[config.mk]
export PLATFORM = sky130hd
export DESIGN_NAME = fitness_rank_sorter
export DESIGN_NICKNAME = d
export VERILOG_FILES = /design/src/frs_pkg.sv /design/src/frs_store.sv /design/src/frs_select.sv /design/src/fitness_rank_sorter.sv
export SDC_FILE = /design/constraint.sdc
export NUM_CORES = 2
export LEC_CHECK = 0
export ABC_AREA = 1
export BUFFER_PORTS_ARGS = -buffer_cell sky130_fd_sc_hd__buf_2
export CELL_PAD_IN_SITES_DETAIL_PLACEMENT = 1
export CELL_PAD_IN_SITES_GLOBAL_PLACEMENT = 1
export CORE_MARGIN = 2
export CORE_UTILIZATION = 35
export DETAILED_ROUTE_END_ITERATION = 6
export GPL_TIMING_DRIVEN = 0
export PLACE_DENSITY_LB_ADDON = 0.25
export SYNTH_ARGS = -nofsm -noshare
export SYNTH_HDL_FRONTEND = slang
export SYNTH_HIERARCHICAL = 1
export SYNTH_SLANG_ARGS = --single-unit
[constraint.sdc]
create_clock -name i_clk -period 13.8 [get_ports i_clk]
set_clock_uncertainty 0.05 [all_clocks]
set_input_delay 2.07 -clock i_clk [delete_from_list [all_inputs] [get_ports i_clk]]
set_output_delay 2.07 -clock i_clk [all_outputs]
set_load 0.05 [all_outputs]
[src/frs_pkg.sv]
// ----------------------------------------------------------------------------
// frs_pkg
// Types and constants shared by the fitness rank sorter modules.
// ----------------------------------------------------------------------------
package frs_pkg;

    localparam int STORE_DEPTH = 64;
    localparam int ADDR_W      = 6;
    localparam int COUNT_W     = 7;
    localparam int KEY_W       = 32;

    typedef struct packed {
        logic signed [KEY_W-1:0] fitness_value;
        logic                    last_item;
    } t_in_item;

    typedef struct packed {
        logic signed [KEY_W-1:0] ranked_fitness;
        logic [ADDR_W-1:0]       original_index;
        logic                    run_end;
        logic                    overflow;
    } t_out_item;

    // One stored entry: fitness and arrival index.
    typedef struct packed {
        logic signed [KEY_W-1:0] key;
        logic [ADDR_W-1:0]       idx;
    } t_entry;

    // Control from the sequencer to the selector.
    typedef struct packed {
        logic new_run;
        logic cand_valid;
        logic finish;
    } t_sel_ctl;

    // True when entry a ranks ahead of entry b: higher fitness, then lower index.
    function automatic logic ranks_before(input t_entry a, input t_entry b);
        logic result;
        if (a.key != b.key) begin
            result = (a.key > b.key);
        end else begin
            result = (a.idx < b.idx);
        end
        return result;
    endfunction

endpackage

[src/frs_store.sv]
// ----------------------------------------------------------------------------
// frs_store
// Entry memory: one write port, one read port with registered read data.
// ----------------------------------------------------------------------------
module frs_store (
    input  logic                      i_clk,
    input  logic                      i_wr_en,
    input  logic [frs_pkg::ADDR_W-1:0] i_wr_addr,
    input  frs_pkg::t_entry           i_wr_data,
    input  logic                      i_rd_en,
    input  logic [frs_pkg::ADDR_W-1:0] i_rd_addr,
    output frs_pkg::t_entry           o_rd_data
);

    frs_pkg::t_entry r_mem [frs_pkg::STORE_DEPTH];
    frs_pkg::t_entry r_rd_data;

    always_ff @(posedge i_clk) begin
        if (i_wr_en) begin
            r_mem[i_wr_addr] <= i_wr_data;
        end
    end

    always_ff @(posedge i_clk) begin
        if (i_rd_en) begin
            r_rd_data <= r_mem[i_rd_addr];
        end
    end

    assign o_rd_data = r_rd_data;

endmodule

[src/frs_select.sv]
// ----------------------------------------------------------------------------
// frs_select
// Scan selector: over one pass through the store, keeps the best entry that
// ranks strictly after the previously emitted one.
// ----------------------------------------------------------------------------
module frs_select (
    input  logic              i_clk,
    input  logic              i_rst_n,
    input  frs_pkg::t_sel_ctl i_ctl,
    input  frs_pkg::t_entry   i_cand,
    output frs_pkg::t_entry   o_pick
);

    frs_pkg::t_entry r_best, n_best;
    frs_pkg::t_entry r_prev;
    logic            r_have_best, n_have_best;
    logic            r_have_prev;
    logic            eligible;
    logic            better;

    always_comb begin
        eligible = !r_have_prev || frs_pkg::ranks_before(r_prev, i_cand);
        better   = !r_have_best || frs_pkg::ranks_before(i_cand, r_best);
        n_best   = (i_ctl.cand_valid && eligible && better) ? i_cand : r_best;
        n_have_best = r_have_best || (i_ctl.cand_valid && eligible);
    end

    assign o_pick = n_best;

    always_ff @(posedge i_clk) begin
        if (!i_rst_n) begin
            r_have_best <= 1'b0;
            r_have_prev <= 1'b0;
        end else if (i_ctl.new_run) begin
            r_have_best <= 1'b0;
            r_have_prev <= 1'b0;
        end else if (i_ctl.finish) begin
            // the pick becomes the threshold for the next pass
            r_have_best <= 1'b0;
            r_have_prev <= 1'b1;
        end else begin
            r_have_best <= n_have_best;
        end
    end

    always_ff @(posedge i_clk) begin
        r_best <= n_best;
        if (i_ctl.finish) begin
            r_prev <= n_best;
        end
    end

endmodule

[src/fitness_rank_sorter.sv]
// ----------------------------------------------------------------------------
// fitness_rank_sorter
// Collects signed Q16.16 fitness values and emits them ranked, highest first.
// ----------------------------------------------------------------------------
// An item is taken whenever busy is low; items that are not last leave busy
// low, so they may arrive every cycle. The item marked last starts ranking:
// busy rises and, for n stored entries, n passes run over the single read
// port of the entry memory, one result per pass; each pass reads every stored
// entry in turn (S_SCAN) and then emits its pick (S_DRAIN). Each result is
// shown for one cycle with o_strobe high and cannot be held off; ties leave
// with the lower arrival index first. Busy falls in the cycle of the final
// result, and a new run may start then. Items past POP_CAPACITY are dropped
// and flag overflow on every result of that run.
// ----------------------------------------------------------------------------
module fitness_rank_sorter #(
    parameter int POP_CAPACITY = 64
) (
    input  logic                i_clk,
    input  logic                i_rst_n,
    input  logic                start,
    input  frs_pkg::t_in_item   i_item,
    output logic                busy,
    output logic                o_strobe,
    output frs_pkg::t_out_item  o_result
);

    typedef enum logic [2:0] {
        S_IDLE  = 3'b001,
        S_SCAN  = 3'b010,
        S_DRAIN = 3'b100
    } t_state;

    localparam logic [frs_pkg::COUNT_W-1:0] CAP = frs_pkg::COUNT_W'(POP_CAPACITY);

    t_state                        r_state, n_state;
    logic [frs_pkg::COUNT_W-1:0]   r_count, n_count;
    logic                          r_ovf, n_ovf;
    logic [frs_pkg::ADDR_W-1:0]    r_addr, n_addr;
    logic [frs_pkg::ADDR_W-1:0]    r_rank, n_rank;
    logic [frs_pkg::ADDR_W-1:0]    last_pos;
    logic                          r_pv;
    logic                          r_strobe;
    frs_pkg::t_out_item            r_result;

    logic                          accept;
    logic                          wr_en;
    frs_pkg::t_entry               wr_data;
    logic                          rd_en;
    frs_pkg::t_entry               rd_data;
    frs_pkg::t_sel_ctl             sel_ctl;
    frs_pkg::t_entry               pick;

    assign busy     = (r_state != S_IDLE);
    assign accept   = start && !busy;
    assign wr_en    = accept && (r_count < CAP);
    assign wr_data  = '{key: i_item.fitness_value, idx: r_count[frs_pkg::ADDR_W-1:0]};
    assign last_pos = frs_pkg::ADDR_W'(r_count - frs_pkg::COUNT_W'(1));
    assign rd_en    = (r_state == S_SCAN);

    always_comb begin
        sel_ctl.new_run    = accept && i_item.last_item;
        sel_ctl.cand_valid = r_pv;
        sel_ctl.finish     = r_pv && (r_state == S_DRAIN);
    end

    frs_store u_store (
        .i_clk     (i_clk),
        .i_wr_en   (wr_en),
        .i_wr_addr (r_count[frs_pkg::ADDR_W-1:0]),
        .i_wr_data (wr_data),
        .i_rd_en   (rd_en),
        .i_rd_addr (r_addr),
        .o_rd_data (rd_data)
    );

    frs_select u_select (
        .i_clk   (i_clk),
        .i_rst_n (i_rst_n),
        .i_ctl   (sel_ctl),
        .i_cand  (rd_data),
        .o_pick  (pick)
    );

    always_comb begin
        n_state = r_state;
        n_count = r_count;
        n_ovf   = r_ovf;
        n_addr  = r_addr;
        n_rank  = r_rank;
        unique case (r_state)
            S_IDLE: begin
                if (accept) begin
                    if (r_count < CAP) begin
                        n_count = r_count + frs_pkg::COUNT_W'(1);
                    end else begin
                        n_ovf = 1'b1;
                    end
                    if (i_item.last_item) begin
                        n_state = S_SCAN;
                        n_addr  = '0;
                        n_rank  = '0;
                    end
                end
            end
            S_SCAN: begin
                if (r_addr == last_pos) begin
                    n_state = S_DRAIN;
                end else begin
                    n_addr = r_addr + frs_pkg::ADDR_W'(1);
                end
            end
            S_DRAIN: begin
                // last read of the pass lands here; emit, then start the next pass or go idle after the final rank
                if (r_rank == last_pos) begin
                    n_state = S_IDLE;
                    n_count = '0;
                    n_ovf   = 1'b0;
                end else begin
                    n_state = S_SCAN;
                    n_addr  = '0;
                    n_rank  = r_rank + frs_pkg::ADDR_W'(1);
                end
            end
            default: begin
                n_state = S_IDLE;
            end
        endcase
    end

    always_ff @(posedge i_clk) begin
        if (!i_rst_n) begin
            r_state  <= S_IDLE;
            r_count  <= '0;
            r_ovf    <= 1'b0;
            r_addr   <= '0;
            r_rank   <= '0;
            r_pv     <= 1'b0;
            r_strobe <= 1'b0;
        end else begin
            r_state  <= n_state;
            r_count  <= n_count;
            r_ovf    <= n_ovf;
            r_addr   <= n_addr;
            r_rank   <= n_rank;
            r_pv     <= rd_en;
            r_strobe <= sel_ctl.finish;
        end
    end

    always_ff @(posedge i_clk) begin
        if (sel_ctl.finish) begin
            r_result.ranked_fitness <= pick.key;
            r_result.original_index <= pick.idx;
            r_result.run_end        <= (r_rank == last_pos);
            r_result.overflow       <= r_ovf;
        end
    end

    assign o_strobe = r_strobe;
    assign o_result = r_result;

endmodule
==> run_results.csv <==
group,metric,value,unit
status,status,"finished with violations",
status,violations,"max-capacitance violations",
grt,grt_pass1_wl,619900,microns
routing,num_vias,79019,
die,num_rows,201,
final_layout,nets,9587,
yosys,ys_seq_area_frac,0.7358,
sta,holdWs,0.3906,ns
yosys,synth_area,105800,sq um
setup_path,path_buf_inv,7,
setup_path,timing.rr.end,"u_store/o_rd_data[13]",
yosys,synth_edf_count,2548,
die,start_util,0.3522,
yosys,ys_top_cells_by_area,"edfxtp_1, nand3_1, nand2_1",
sta,tightest_slew,1.496,ns
grt,antenna_found_initial,48,
placement,place_inst,13135,
setup_path,crit_path_start_kind,"input pin",
yosys,async_flop_share,0,
setup_path,endpoint_kind,"register",
yosys,synth_flop_cell,"edfxtp_1",
cts,hold_buffers,0,
setup_path,critical-path-top-delay-family,"simple AND/OR/NAND/NOR gates",
final_layout,area_growth,18.30,%
sta,relSlewSlack,0.002731,
yosys,syn_area_per_cell,11.92,sq um
die,core-area,300300,sq um
pwr,power_leakage,44.45,nW
grt,grtUsageTotal,0.2886,
setup_path,rr_startpoint,"r_addr[4]",
yosys,synth.most_common_cell,"nand2_1",
placement,hpwlAfterDp,321900,microns
cts,postCtsSetupRepairBufs,0,
yosys,synthDistinctLibCells,34,
die,chipHeight,553.7,microns
sta,rsz0062_at_grt,"no",
cts,clock_path_buffers,4,
cts,ctsRootBufferMaster,"clkbuf_16",
pwr,peakVddDrop,0.08418,mV
yosys,yosysWarnings,6,
setup_path,ff2ff_setup_slack,8.59,ns
sta,fin_crit_sh,0.3996,
placement,numPortBuffers,77,
sta,timing.final.ws_setup,8.285,ns
routing,wl_per_cell,33.19,microns
min_path,hp-class,"reg -> reg",
grt,grt-ovfl-total,0,
grt,grt_max_degree,66,
cts,path_clk_slew,0.06,ns
cts,cts_tree,"yes",
final_layout,fin_cells,13673,
final_layout,num-fill-cells,31888,
flow_run,cap_viol_max_count,1,
pwr,p_total,0.01932,W
routing,firstDrtPassIters,6,
sta,final_hold_viol_count,0,
placement,place.gp.congestion,1.123,
setup_path,path_max_fanout,15,
die,io_pins,78,
pwr,p_per_area,154.4,nW/um^2
yosys,syn-num-nets,8983,
grt,grt_pass1_vias,77980,
die,dieArea,306600,sq um
cts,numClockSinks,2613,
cts,clock_latency,0.93,ns
sta,min_period,5.515,ns
routing,via_per_inst,5.779,
setup_path,required,14.35,ns
setup_path,rr_worst_depth,7,
yosys,ys_top_cells_by_count,"nand2_1, edfxtp_1, nand3_1",
placement,place_ws,7.529,ns
sta,timing.final.setup_violations,0,
setup_path,cp_data_arrival_time,6.06,ns
yosys,synth_seq_cells,2613,
setup_path,crit_chain,"buf_2 -> inv_1 -> nor2_1 -> inv_1 -> or2_2 -> inv_1 -> clkbuf_1 -> nand4_1 -> nor2_4 -> buf_12 -> buf_16",
routing,antenna_left,0,
routing,drt_wl_total,453900,microns
setup_path,crit_top_cell,"inv_1",
die,die_x,553.7,microns
sta,fmax,181.3,MHz
setup_path,crit_path_start,"start",
final_layout,drive_gt1_frac,0.1115,
routing,drtIter0Drc,10902,
setup_path,worstSetupPathType,"in -> reg",
cts,ctsResizeCount,0,
setup_path,crit_end,"u_store/r_mem[35][15]",
setup_path,slowest_stage,"nor2_4",
cts,htreeDepth,5,
yosys,synth_top_area_frac,0.7235,
setup_path,critical_path_depth,11,
routing,drc_errors,0,
sta,drv_slew,0,
setup_path,critPathMaxStageDelay,1.13,ns
yosys,yosys.area.top_type,"edfxtp_1",
cts,cts_buffers,293,
yosys,syn_inst,8869,
-- metal layers --
| metal | global-route usage | share of wire | vias to the layer above | wire length, microns |
|---|---|---|---|---|
| met4 | 0.1659 | 0.068 | 18 | 31040 |
| li1 | - | - | 32739 | - |
| met3 | 0.06492 | 0.10 | 1087 | 47410 |
| met1 | 0.3737 | 0.38 | 40597 | 174100 |
| met2 | 0.4458 | 0.44 | 4578 | 201200 |
| met5 | 0 | 0.00026 | - | 116 |
-- power breakdown --
part | switching, W | internal, W | leakage, nW
clock network | 0.00331 | 0.00436 | 4.45
logic | 0.00213 | 0.000601 | 16.4
registers | 0.0000596 | 0.00886 | 23.6
-- worst min-delay path by stage --
stage / start / depth (start not counted) / to / slack, ns
2_1_floorplan: r_ovf / 0 / o_result[0] / 0.36
3_5_place_dp: r_ovf / 0 / o_result[0] / 0.38
5_1_grt: r_ovf / 0 / o_result[0] / 0.40
6_report: r_ovf / 0 / o_result[0] / 0.39
4_1_cts: r_ovf / 0 / o_result[0] / 0.39
3_3_place_gp: r_ovf / 0 / o_result[0] / 0.38
-- flip-flops by register name, summed over array words and instances (netlist names) --
signal,count
u_select/r_have_prev,1
r_count,7
r_state,3
r_addr,6
u_store/o_rd_data,38
u_select/r_prev,38
u_select/r_best,38
u_select/r_have_best,1
o_strobe,1
u_store/r_mem,2432
r_rank,6
r_ovf,1
o_result,40
r_pv,1
-- kinds of logic (layout without fill, tap and decap cells) --
| family | count (synthesis) | count (layout) | synth area share |
|---|---|---|---|
| and+or+nand+nor | 5393 | 5393 | 0.2213 |
| DFF | 2613 | 2613 | 0.7358 |
| buffers and inverters | 701 | 1530 | 0.02900 |
| adders and majority gates | 78 | 78 | 0.009229 |
| AOI/OAI and AO/OA | 69 | 69 | 0.003419 |
| xor gates and xnor gates | 15 | 15 | 0.001242 |
| other | 0 | 17 | 0 |
-- per-stage QoR --
stage,instance area [sq um],utilization,TNS [ns]
after floorplan,105800,-,0
after global placement,111100,0.3699,-861.31
after detailed placement,115900,0.3859,0
after CTS,125000,0.4164,0
after global routing,125100,0.4165,0
final,125100,0.4166,0
-- placed cells by master (no fill, tap or decap), drive strengths merged, types with 4 or more instances in the layout --
| cell type | netlist | layout |
|---|---|---|
| edfxtp | 2548 | 2548 |
| clkbuf | 209 | 574 |
| nor3 | 7 | 7 |
| ha | 78 | 78 |
| bufinv | 0 | 20 |
| nor4 | 11 | 11 |
| o21a | 4 | 4 |
| o21ai | 8 | 8 |
| a21oi | 55 | 55 |
| clkinvlp | 0 | 7 |
| xnor2 | 4 | 4 |
| nand3 | 2304 | 2304 |
| xor2 | 11 | 11 |
| buf | 346 | 655 |
| inv | 146 | 161 |
| dfxtp | 65 | 65 |
| diode | 0 | 17 |
| nor2 | 99 | 99 |
| nand4 | 54 | 54 |
| nand2 | 2915 | 2915 |
| clkinv | 0 | 113 |
-- area by class of cell --
class	instances	area, sq um	share of cell area
well taps	3958	4952	0.03959
multi-input cells	5555	25350	0.2027
clock buffers	365	7707	0.06161
diodes	17	42.54	0.0003400
flip-flops and latches	2613	77840	0.6222
plain buffers	555	2527	0.02020
clock inverters	155	1443	0.01153
repair buffers	309	4693	0.03751
inverters	146	548.0	0.004381
No activity file was read; power rests on OpenSTA's default activity.
